===== config.mk =====
export PLATFORM = sky130hd
export DESIGN_NAME = coalescing_command_fifo_top_flat
export DESIGN_NICKNAME = d
export VERILOG_FILES = /design/src/design/ccf_pkg.sv /design/src/design/ccf_if.sv /design/src/design/coalescing_command_fifo_top.sv /design/src/design/ccf_ram.sv /design/src/flat_wrapper.sv
export SDC_FILE = /design/constraint.sdc
export NUM_CORES = 1
export LEC_CHECK = 0
export BUFFER_PORTS_ARGS = -buffer_cell sky130_fd_sc_hd__buf_2
export CORE_MARGIN = 3
export CORE_UTILIZATION = 30
export CTS_CLUSTER_DIAMETER = 60
export DETAILED_ROUTE_END_ITERATION = 7
export PLACE_DENSITY = 0.45
export SLEW_MARGIN = 0
export SYNTH_ARGS = -nofsm -noshare
export SYNTH_HDL_FRONTEND = slang
export SYNTH_HIERARCHICAL = 1
export SYNTH_SLANG_ARGS = --single-unit
export TNS_END_PERCENT = 20

===== constraint.sdc =====
create_clock -name clk -period 3.2 [get_ports clk]
set_input_delay 0.32 -clock clk [delete_from_list [all_inputs] [get_ports clk]]
set_output_delay 0.32 -clock clk [all_outputs]
set_load 0.01 [all_outputs]

===== src/design/ccf_pkg.sv =====
`timescale 1ns / 1ps
// ----------------------------------------------------------------------------
// ccf_pkg
// Shared widths, action and status codes for the coalescing command FIFO.
// ----------------------------------------------------------------------------
package ccf_pkg;

	localparam int ACT_W        = 4;
	localparam int ID_W         = 4;
	localparam int PEND_W       = 11;
	localparam int QUEUE_DEPTH_DEF = 8;

	typedef logic [ACT_W-1:0]  act_t;
	typedef logic [ID_W-1:0]   id_t;
	typedef logic [PEND_W-1:0] pend_t;

	localparam act_t ACT_RECORD_START = 4'd2;
	localparam act_t ACT_RECORD_STOP  = 4'd3;
	localparam act_t ACT_SWITCH       = 4'd8;
	localparam act_t ACT_PAIR_ENTER   = 4'd9;
	localparam act_t ACT_PAIR_EXIT    = 4'd10;

	typedef enum logic {
		OP_POST = 1'b0,
		OP_POP  = 1'b1
	} opcode_t;

	typedef enum logic [2:0] {
		ST_ENQUEUED = 3'd0,
		ST_MERGED   = 3'd1,
		ST_DROPPED  = 3'd2,
		ST_POPPED   = 3'd3,
		ST_EMPTY    = 3'd4
	} status_t;

	// pending bit of an action, none for codes past the mask
	function automatic pend_t action_bit(input act_t a);
		pend_t b;
		b = '0;
		if (32'(a) < PEND_W) begin
			b = pend_t'(1) << a;
		end
		return b;
	endfunction

	function automatic logic is_coalescable(input act_t a);
		return (a == ACT_RECORD_START) || (a == ACT_RECORD_STOP) || (a == ACT_SWITCH)
			|| (a == ACT_PAIR_ENTER) || (a == ACT_PAIR_EXIT);
	endfunction

endpackage


===== src/design/ccf_if.sv =====
`timescale 1ns / 1ps
// ----------------------------------------------------------------------------
// ccf_if
// Valid/ready channels for commands into and results out of the FIFO.
// ----------------------------------------------------------------------------
interface ccf_cmd_if;
	logic             valid;
	logic             ready;
	ccf_pkg::opcode_t opcode;
	ccf_pkg::act_t    action_code;
	ccf_pkg::id_t     target_id;

	modport source (output valid, output opcode, output action_code, output target_id,
		input ready);
	modport sink (input valid, input opcode, input action_code, input target_id,
		output ready);
endinterface

interface ccf_rsp_if;
	logic             valid;
	logic             ready;
	ccf_pkg::status_t status;
	ccf_pkg::act_t    out_action;
	ccf_pkg::id_t     out_target;

	modport source (output valid, output status, output out_action, output out_target,
		input ready);
	modport sink (input valid, input status, input out_action, input out_target,
		output ready);
endinterface


===== src/design/coalescing_command_fifo_top.sv =====
`timescale 1ns / 1ps
// ----------------------------------------------------------------------------
// coalescing_command_fifo_top
// Command queue that merges repeated state-type actions while they are pending.
// ----------------------------------------------------------------------------
// Usage: commands arrive on cmd (post an action or pop the oldest one) and
// every command yields exactly one result on rsp: enqueued, merged, dropped
// because the queue is full, popped (with action and target) or empty.
// Entries sit in a RAM with a registered read; pointers, fill
// count, pending bits and the latest switch target are flip-flops.
// A post or an empty pop has its result registered straight from the
// transfer; a pop of a queued entry first reads the RAM, then in S_READ
// builds the result and retires the entry.
// Posts are taken one per cycle while cmd.ready is high; a non-empty pop holds
// cmd.ready low during S_READ, the RAM read of the entry being popped.
// A two-slot result buffer sits on rsp, so a command is taken while one
// result still waits; with both slots full cmd.ready drops until rsp moves.
// Reset clears pointers, count, pending bits and the latest switch target
// (back to the default backend); RAM contents need no clearing.
// ----------------------------------------------------------------------------
module coalescing_command_fifo_top #(
	parameter int QUEUE_DEPTH = ccf_pkg::QUEUE_DEPTH_DEF
) (
	input  logic      clk,
	input  logic      arst_n,
	ccf_cmd_if.sink   cmd,
	ccf_rsp_if.source rsp
);

	localparam int PTR_W = $clog2(QUEUE_DEPTH);
	localparam int CNT_W = $clog2(QUEUE_DEPTH + 1);
	localparam int ENT_W = ccf_pkg::ACT_W + ccf_pkg::ID_W;
	localparam logic [PTR_W-1:0] PTR_LAST = PTR_W'(QUEUE_DEPTH - 1);
	localparam logic [CNT_W-1:0] CNT_FULL = CNT_W'(QUEUE_DEPTH);

	typedef enum logic {
		S_IDLE,
		S_READ
	} state_t;

	state_t              state_q;
	logic [PTR_W-1:0]    rd_ptr_q;
	logic [PTR_W-1:0]    wr_ptr_q;
	logic [CNT_W-1:0]    count_q;
	ccf_pkg::pend_t      pend_q;
	ccf_pkg::id_t        latest_q;

	logic                out_vld_q;
	ccf_pkg::status_t    out_status_q;
	ccf_pkg::act_t       out_act_q;
	ccf_pkg::id_t        out_tgt_q;
	logic                skid_vld_q;
	ccf_pkg::status_t    skid_status_q;
	ccf_pkg::act_t       skid_act_q;
	ccf_pkg::id_t        skid_tgt_q;

	logic                xfer;
	logic                take;
	logic                post;
	logic                coal;
	logic                merged;
	ccf_pkg::pend_t      in_bit;
	logic                ram_we;
	logic                ram_re;
	logic [ENT_W-1:0]    ram_rdata;
	ccf_pkg::act_t       rd_act;
	ccf_pkg::id_t        rd_id;

	logic                res_vld;
	ccf_pkg::status_t    res_status;
	ccf_pkg::act_t       res_act;
	ccf_pkg::id_t        res_tgt;

	assign cmd.ready = (state_q == S_IDLE) && !skid_vld_q;
	assign xfer      = cmd.valid && cmd.ready;
	assign take      = out_vld_q && rsp.ready;

	assign post   = (cmd.opcode == ccf_pkg::OP_POST);
	assign coal   = ccf_pkg::is_coalescable(cmd.action_code);
	assign in_bit = ccf_pkg::action_bit(cmd.action_code);
	assign merged = coal && ((pend_q & in_bit) != '0);

	assign ram_we = xfer && post && !merged && (count_q != CNT_FULL);
	assign ram_re = xfer && !post && (count_q != '0);

	assign rd_act = ram_rdata[ENT_W-1:ccf_pkg::ID_W];
	assign rd_id  = ram_rdata[ccf_pkg::ID_W-1:0];

	ccf_ram #(
		.WIDTH(ENT_W),
		.DEPTH(QUEUE_DEPTH)
	) u_entries (
		.clk  (clk),
		.we   (ram_we),
		.waddr(wr_ptr_q),
		.wdata({cmd.action_code, cmd.target_id}),
		.re   (ram_re),
		.raddr(rd_ptr_q),
		.rdata(ram_rdata)
	);

	// result of the command finishing in this cycle
	always_comb begin
		res_vld    = 1'b0;
		res_status = ccf_pkg::ST_EMPTY;
		res_act    = '0;
		res_tgt    = '0;
		if (state_q == S_READ) begin
			res_vld    = 1'b1;
			res_status = ccf_pkg::ST_POPPED;
			res_act    = rd_act;
			res_tgt    = (rd_act == ccf_pkg::ACT_SWITCH) ? latest_q : rd_id;
		end else if (xfer) begin
			if (post) begin
				res_vld = 1'b1;
				if (merged) begin
					res_status = ccf_pkg::ST_MERGED;
				end else if (count_q == CNT_FULL) begin
					res_status = ccf_pkg::ST_DROPPED;
				end else begin
					res_status = ccf_pkg::ST_ENQUEUED;
				end
			end else if (count_q == '0) begin
				res_vld    = 1'b1;
				res_status = ccf_pkg::ST_EMPTY;
			end
		end
	end

	always_ff @(posedge clk or negedge arst_n) begin
		if (!arst_n) begin
			state_q       <= S_IDLE;
			rd_ptr_q      <= '0;
			wr_ptr_q      <= '0;
			count_q       <= '0;
			pend_q        <= '0;
			latest_q      <= '0;
			out_vld_q     <= 1'b0;
			out_status_q  <= ccf_pkg::ST_EMPTY;
			out_act_q     <= '0;
			out_tgt_q     <= '0;
			skid_vld_q    <= 1'b0;
			skid_status_q <= ccf_pkg::ST_EMPTY;
			skid_act_q    <= '0;
			skid_tgt_q    <= '0;
		end else begin
			case (state_q)
				S_IDLE: begin
					if (xfer) begin
						if (post) begin
							if (coal && (cmd.action_code == ccf_pkg::ACT_SWITCH)) begin
								latest_q <= cmd.target_id;
							end
							if (!merged) begin
								if (count_q == CNT_FULL) begin
									// dropped: its pending bit ends up clear
									pend_q <= pend_q & ~in_bit;
								end else begin
									if (coal) begin
										pend_q <= pend_q | in_bit;
									end
									wr_ptr_q <= (wr_ptr_q == PTR_LAST) ? '0 : wr_ptr_q + 1'b1;
									count_q  <= count_q + 1'b1;
								end
							end
						end else if (count_q != '0) begin
							state_q <= S_READ;
						end
					end
				end
				S_READ: begin
					pend_q   <= pend_q & ~ccf_pkg::action_bit(rd_act);
					rd_ptr_q <= (rd_ptr_q == PTR_LAST) ? '0 : rd_ptr_q + 1'b1;
					count_q  <= count_q - 1'b1;
					state_q  <= S_IDLE;
				end
				default: begin
					state_q <= S_IDLE;
				end
			endcase

			// output slot refills from the skid slot first, else from the new result
			if (!out_vld_q || take) begin
				if (skid_vld_q) begin
					out_status_q <= skid_status_q;
					out_act_q    <= skid_act_q;
					out_tgt_q    <= skid_tgt_q;
				end else begin
					out_vld_q <= res_vld;
					if (res_vld) begin
						out_status_q <= res_status;
						out_act_q    <= res_act;
						out_tgt_q    <= res_tgt;
					end
				end
			end
			// a new result never meets a full skid slot, see cmd.ready
			if (skid_vld_q) begin
				if (take) begin
					skid_vld_q <= 1'b0;
				end
			end else if (res_vld && out_vld_q && !take) begin
				skid_vld_q    <= 1'b1;
				skid_status_q <= res_status;
				skid_act_q    <= res_act;
				skid_tgt_q    <= res_tgt;
			end
		end
	end

	assign rsp.valid      = out_vld_q;
	assign rsp.status     = out_status_q;
	assign rsp.out_action = out_act_q;
	assign rsp.out_target = out_tgt_q;

endmodule


===== src/design/ccf_ram.sv =====
`timescale 1ns / 1ps
// ----------------------------------------------------------------------------
// ccf_ram
// Generic single-clock RAM, one write port, one read port with registered read.
// ----------------------------------------------------------------------------
module ccf_ram #(
	parameter int WIDTH = 8,
	parameter int DEPTH = 8
) (
	input  logic                     clk,
	input  logic                     we,
	input  logic [$clog2(DEPTH)-1:0] waddr,
	input  logic [WIDTH-1:0]         wdata,
	input  logic                     re,
	input  logic [$clog2(DEPTH)-1:0] raddr,
	output logic [WIDTH-1:0]         rdata
);

	logic [WIDTH-1:0] mem [DEPTH];

	always_ff @(posedge clk) begin
		if (we) begin
			mem[waddr] <= wdata;
		end
		if (re) begin
			rdata <= mem[raddr];
		end
	end

endmodule


===== src/flat_wrapper.sv =====
// flat-port wrapper written by rule: the top's interface ports become plain ports
module coalescing_command_fifo_top_flat 
#(
	parameter int QUEUE_DEPTH = ccf_pkg::QUEUE_DEPTH_DEF
)
  (clk, arst_n, cmd_valid, cmd_opcode, cmd_action_code, cmd_target_id, cmd_ready, rsp_valid, rsp_status, rsp_out_action, rsp_out_target, rsp_ready);
  ccf_cmd_if cmd_i ();
  ccf_rsp_if rsp_i ();
  input  logic clk;
  input  logic arst_n;
  input wire logic [$bits(cmd_i.valid)-1:0] cmd_valid;
  input wire logic [$bits(cmd_i.opcode)-1:0] cmd_opcode;
  input wire logic [$bits(cmd_i.action_code)-1:0] cmd_action_code;
  input wire logic [$bits(cmd_i.target_id)-1:0] cmd_target_id;
  output wire logic [$bits(cmd_i.ready)-1:0] cmd_ready;
  output wire logic [$bits(rsp_i.valid)-1:0] rsp_valid;
  output wire logic [$bits(rsp_i.status)-1:0] rsp_status;
  output wire logic [$bits(rsp_i.out_action)-1:0] rsp_out_action;
  output wire logic [$bits(rsp_i.out_target)-1:0] rsp_out_target;
  input wire logic [$bits(rsp_i.ready)-1:0] rsp_ready;
  assign cmd_i.valid = cmd_valid;
  assign cmd_i.opcode = cmd_opcode;
  assign cmd_i.action_code = cmd_action_code;
  assign cmd_i.target_id = cmd_target_id;
  assign cmd_ready = cmd_i.ready;
  assign rsp_valid = rsp_i.valid;
  assign rsp_status = rsp_i.status;
  assign rsp_out_action = rsp_i.out_action;
  assign rsp_out_target = rsp_i.out_target;
  assign rsp_i.ready = rsp_ready;
  coalescing_command_fifo_top #(.QUEUE_DEPTH(QUEUE_DEPTH)) u_core (.clk(clk), .arst_n(arst_n), .cmd(cmd_i), .rsp(rsp_i));
endmodule

# Yosys cells after proc, flatten, opt, wreduce, memory -nomap -nowiden
# Memories as Yosys holds them, arrays and structs flattened. A register that Yosys moved wholly into a read port is not among the register bits.
# Index checks and enable logic that the tools add are counted.
[classes]
add_sub_neg = 4
shift = 2
muxes = 43
reduce_logical = 32
n_eq_ne = 15
n_lt_le_gt_ge = 2
bitwise = 11
[ops]
columns = ["cell", "n"]
rows = [
  ["2-to-1 mux 11 bit", 8],
  ["2-to-1 mux 4 bit", 11],
  ["AND 11 bit", 3],
  ["2-to-1 mux 3 bit", 8],
  ["inverter 11 bit", 2],
  ["case mux 11 bit (2 select lines)", 1],
  ["<< shifter 1 x 4 -> 11 bit (first input constant)", 2],
  ["== test 4 bit (second input constant)", 5],
  ["logical AND 1 bit", 12],
  ["2-to-1 mux 1 bit", 12],
  ["AND reduction 4 bit", 3],
  ["OR 11 bit", 1],
  ["nonzero test 11 bit", 1],
  ["== test 4 x 2 -> 1 bit (second input constant)", 2],
  ["< comparator 4 bit (second input constant)", 2],
  ["case mux 4 bit (2 select lines)", 1],
  ["adder 3 x 1 -> 3 bit (second input constant)", 2],
  ["== test 3 bit (second input constant)", 2],
  ["!= test 2 bit (second input constant)", 3],
  ["AND reduction 2 bit", 3],
  ["logical OR 1 bit", 5],
  ["inverter 1 bit", 5],
  ["AND reduction 5 bit", 1],
  ["adder 4 x 1 -> 4 bit (second input constant)", 1],
  ["10 further kinds", 13],
]
[totals]
memories = 1
inputBits = 13
out_inout_bits = 13
word_cells = 124
regBits = 50
ramBits = 64
[memory_table]
columns = ["name", "words", "width", "read_ports", "rd_ports_with_merged_regs", "write_ports", "line", "text"]
rows = [
  ["u_core.u_entries.mem", 8, 8, 1, 1, 1, "ccf_ram.sv:19", "logic [WIDTH-1:0] mem [DEPTH];"],
]

# Longest topological paths before layout
[logic_depth]
depth_word = 12
ltp_mapped = 9
mapped_depth_nobuf = 7

# Cells and area by module
# Netlist, hierarchy kept.
[modules_own_cells]
columns = ["mod", "cells_per_inst", "seq_area_each_um2", "instances", "area_per_inst_um2"]
rows = [
  ["coalescing_command_fifo_top", 286, 1228.7, 1, 2793.9],
  ["ccf_ram", 114, 2162.1, 1, 2771.4],
]

# Least setup slack after synthesis
# Ideal clock, no wire load.
[synth_path]
path_type = "input to register"
startpoint = "input cmd_action_code[0]"
endpoint = "memory u_core.u_entries.mem[0][0], enable pin"
setup_slack_ps = 718
setup_time_ps = 383
arrival_ps = 2099
path_buffers = 1
path_stages = 8
required_time_ps = 2817
cell_sequence = "buf_2 > mux2i_1 > o32ai_1 > o31ai_2 > nand2_2 > inv_1 > nand2b_1 > nor3_1"
[synth_between]
elab_chain_len = 11
word_cells_on_any_way = 20
[synth_lines]
columns = ["item", "line", "text"]
rows = [
  ["from (decl)", "flat_wrapper.sv:13", "input wire logic [$bits(cmd_i.action_code)-1:0] cmd_action_code;"],
  ["parallel branches: the longest is 5 deep, another holds < comparator 4 bit", "-", ""],
  ["logical AND 1 bit *", "coalescing_command_fifo_top.sv:81", "assign merged = coal && ((pend_q & in_bit) != '0);"],
  ["logical NOT 1 bit *", "coalescing_command_fifo_top.sv:83", "assign ram_we = xfer && post && !merged && (count_q != CNT_FULL);"],
  ["logical AND 1 bit * (2 in a row)", "coalescing_command_fifo_top.sv:83", ""],
  ["named net u_core.ram_we", "coalescing_command_fifo_top.sv:63", "logic ram_we;"],
  ["2-to-1 mux 1 bit *", "ccf_ram.sv:22", "if (we) begin"],
  ["2-to-1 mux 1 bit (implied by the code) *", "ccf_ram.sv:23", "mem[waddr] <= wdata;"],
  ["to (decl)", "ccf_ram.sv:19", ""],
]
# Mark *: on every way through the listed nets, which the timed path passes.

# Worst setup path in the final report
[layout_path]
startpoint = "register u_core.count_q[0]"
endpoint = "register u_core.skid_tgt_q[3]"
[layout_between]
elab_chain_len = 8
[layout_lines]
columns = ["item", "line", "text"]
rows = [
  ["from (decl)", "coalescing_command_fifo_top.sv:44", "logic [CNT_W-1:0] count_q;"],
  ["from (signal assigned)", "coalescing_command_fifo_top.sv:163", "count_q <= count_q + 1'b1;"],
  ["from (signal assigned)", "coalescing_command_fifo_top.sv:174", "count_q <= count_q - 1'b1;"],
  ["logical NOT 4 bit", "coalescing_command_fifo_top.sv:123", "end else if (count_q == '0) begin"],
  ["2-to-1 mux 1 bit", "coalescing_command_fifo_top.sv:123", ""],
  ["2-to-1 mux 1 bit", "coalescing_command_fifo_top.sv:114", "if (post) begin"],
  ["2-to-1 mux 1 bit", "coalescing_command_fifo_top.sv:113", "end else if (xfer) begin"],
  ["2-to-1 mux 1 bit", "coalescing_command_fifo_top.sv:108", "if (state_q == S_READ) begin"],
  ["logical AND 1 bit (2 in a row)", "coalescing_command_fifo_top.sv:202", "end else if (res_vld && out_vld_q && !take) begin"],
  ["AND reduction 2 bit (no line)", "-", ""],
  ["to (signal assigned)", "coalescing_command_fifo_top.sv:206", "skid_tgt_q <= res_tgt;"],
  ["to (decl)", "coalescing_command_fifo_top.sv:55", "ccf_pkg::id_t skid_tgt_q;"],
]
# No other way between the ends.
# A chain may end at the register's enable or synchronous reset.

==> impl_results.md <==
- Outcome: finished clean
- Hold EP: u_core/skid_vld_q
- Inserted Diodes: 0
- Placement Rows: 49
- P_leak: 2.44 nW
- 1st-iter DRT viols: 190
- H-tree Lvls: 4
- Setup_tns: 0 ps
- Count of pins over their slew limit: 0
- Clock root buffer: clkbuf_16
- Total GRT Usage: 12.4%
- FILL cells: 1746
- Total CTS buffers: 17
- Area growth syn-to-layout: 17.9%
- Pwr dens: 846 mW/mm^2
- CTS sink count: 121
- Register area share after synthesis: 60.9%
- Setup Crit Path Kind: flip-flop to flip-flop
- 1st-pass router iterations: 4
- Commonest non-fill, non-tap cell in the layout: edfxtp_1
- Largest net degree at the start of global routing: 42
- Share of cells above drive strength 1: 25.1%
- R2R cell count: 4
- First-pass GRT wire length: 19.1 mm
- Gp weighted congestion: 0.761
- R2r setup slk: 910 ps
- Dpl hpwl: 7.96 mm
- Residual DRC: 0
- Fin crit period: 2290 ps
- Synth warnings: 6
- Reg area: 0.00339 mm^2
- Max cap viols: 0
- Nets@finish: 457
- Area of the die: 0.0202 mm^2
- Area of the multi-input gates: 0.00201 mm^2
- Post-Syn Nets: 420
- Worst Hold Class: input pin to flip-flop
- CTS tree: built
- I/O pins: 26
- Sequential share of power: 41.0%
- Critical Path Source Type: flip-flop
- Relative slew slack: 42.0%
- Total wire length: 11.6 mm
- CP Capture Type: flip-flop
- Worst Clk Skew: 4.61 ps
- Final setup vio count: 0
- Core area: 0.0181 mm^2
- Grt ovf: 0
- Gate power share: 24.7%
- Unrepaired setup endpoints after global routing: no
- Fin. Hold Viols: 0
- Initial core utilization: 30.8%
- Worst skew pair latency: 420 ps
- Clock Path Buffers: 2
- Maximum vdd drop: 0.396 mV
- Via count: 3372
- Via count of the first global-routing pass: 3419
- Min-Delay Path Depth: 2
- Highest-count cells in the layout ignoring fill and taps: 72 x edfxtp_1, 47 x dfrtp_1, 37 x nor2_1, 28 x nand2_1, 25 x buf_2
- Synth Flop Type: edfxtp_1
- Switching pwr: 0.00172 W
- WP data arrival: 2600 ps
- Internal power: 0.00384 W
- Tcrit/Tclk final: 71.5%
- Synth Cell Area: 0.00557 mm^2
- CP required: 3510 ps
- Switching Share: 30.9%
- Tightest Pin Transition: 870 ps
- Netlist cell types: 65
- Hold path start: rsp_ready
- Post-Syn Instances: 400
- Syn Area/Cell: 13.9 um^2
- Final Util: 36.3%
- Clk slew on worst S/H paths: 60 ps
- Critical-path maximum fanout: 21
- Clock power share: 34.2%
- # port buffers: 25
- Yosys reg bits: 121
- Reg2Reg Launch Point: u_core/count_q[0]
- Initial antenna violation count: 0
- Asr flop ratio synth: 40.5%
- Die width: 142 um
- Routed Antenna Nets: 0
- Average wire per standard cell: 17.0 um
- Vias per inst: 4.97
- EDFF count, synth: 72
- Endpoint of the worst-slack reg-to-reg timing path: u_core/skid_tgt_q[3]
- Die H: 142 um
- Peak Freq: 437 MHz
-- worst max path at each step --
stage	start	endpoint
2_1_floorplan	cmd_action_code[0]	u_core/u_entries/mem[0][0]
3_3_place_gp	cmd_action_code[1]	u_core/u_entries/mem[0][1]
3_5_place_dp	cmd_action_code[0]	u_core/u_entries/mem[0][1]
4_1_cts	u_core/count_q[0]	u_core/skid_tgt_q[3]
5_1_grt	u_core/count_q[0]	u_core/skid_tgt_q[2]
6_report	u_core/count_q[0]	u_core/skid_tgt_q[3]
-- timing repair --
action                                 in CTS  in global routing
endpoints found under the hold margin      18                  0
gates resized for setup                     0                  0
hold buffers                                1                  0
buffers inserted                            0                  0
-- logic make-up (layout without fill, tap and decap cells) --
| family | count (synthesis) | after routing | share of synthesized area (%) |
|---|---|---|---|
| buffers and inverters | 32 | 82 | 3.04 |
| xor gates and xnor gates | 3 | 3 | 0.472 |
| muxes | 45 | 45 | 13.2 |
| DFF | 121 | 121 | 60.9 |
| AOI/OAI and AO/OA | 81 | 81 | 10.6 |
| adders and majority gates | 7 | 7 | 1.71 |
| and+or+nand+nor | 111 | 111 | 10.1 |
-- Yosys cell counts, types with 5 or more instances --
| cell | instances | area share [%] |
|---|---|---|
| buf_2 | 11 | 0.99 |
| inv_1 | 7 | 0.47 |
| nand3_1 | 5 | 0.45 |
| a21oi_1 | 17 | 1.5 |
| o31ai_1 | 6 | 0.81 |
| clkbuf_1 | 7 | 0.47 |
| o32a_1 | 7 | 1.3 |
| nor3_1 | 8 | 0.72 |
| nand2_1 | 28 | 1.9 |
| mux2_2 | 20 | 4.0 |
| dfrtp_1 | 47 | 21 |
| edfxtp_1 | 72 | 39 |
| ha_1 | 6 | 1.3 |
| o21ai_0 | 16 | 1.4 |
| nand2b_1 | 9 | 1.0 |
| a22oi_1 | 6 | 0.81 |
| nor2_1 | 37 | 2.5 |
| mux2i_1 | 8 | 1.4 |
| mux4_1 | 15 | 7.1 |
-- sequential cells by signal (all words and copies together) (netlist names), named ones only --
signal,flops
u_core/u_entries/mem,64
u_core/u_entries/rdata,8
u_core/count_q,4
u_core/latest_q,4
u_core/rsp.out_action,4
u_core/rsp.out_target,4
u_core/skid_act_q,4
u_core/skid_tgt_q,4
u_core/rd_ptr_q,3
u_core/rsp.status,3
u_core/skid_status_q,3
u_core/wr_ptr_q,3
u_core/rsp.valid,1
u_core/skid_vld_q,1
u_core/state_q,1
-- final cells by class --
cell class                      count  area share (%)
Sequential cell                   121            51.7
Tap cell                          229            4.37
Inverter                            8           0.458
Clock buffer                       17            6.48
Clock inverter                     15            2.54
Multi-Input combinational cell    247            30.6
Timing Repair Buffer               42            3.89
-- per-layer routing --
metal	global-route usage, %	up-vias	routed length, um
met5	0	-	0
met4	4.09	0	155
met3	3.70	13	458
met2	18.3	59	5190
met1	17.4	1685	5770
li1	-	1615	-
-- power by group through the flow --
stage | Combinational, W | Sequential (W) | Clock (W)
floorplan | 0.00109 | 0.00222 | 0
global route | 0.00155 | 0.00233 | 0.00204
CTS | 0.00140 | 0.00229 | 0.00196
global placement | 0.00137 | 0.00231 | 0
finish | 0.00137 | 0.00228 | 0.00190
detailed placement | 0.00139 | 0.00232 | 0
-- through the flow --
| step | hold WS (ps) | worst slack [ps] | power, W | instances | area (um^2) |
|---|---|---|---|---|---|
| final | 108 | 912 | 0.00555 | 679 | 6560 |
| after global placement | 300 | 766 | 0.00368 | 646 | 5960 |
| after global routing | 100 | 652 | 0.00591 | 679 | 6560 |
| after CTS | 91.4 | 889 | 0.00564 | 679 | 6560 |
| after detailed placement | 311 | 657 | 0.00370 | 646 | 5960 |
| after floorplan | 24.4 | 718 | 0.00331 | 400 | 5570 |
-- critical path, stage by stage, from the launching register on --
cell and delay [ps]:
dfrtp_1 430, o41ai_2 530, a21o_1 270, nand3_1 520, o31ai_1 430
Power figures use the tool's default switching activity.
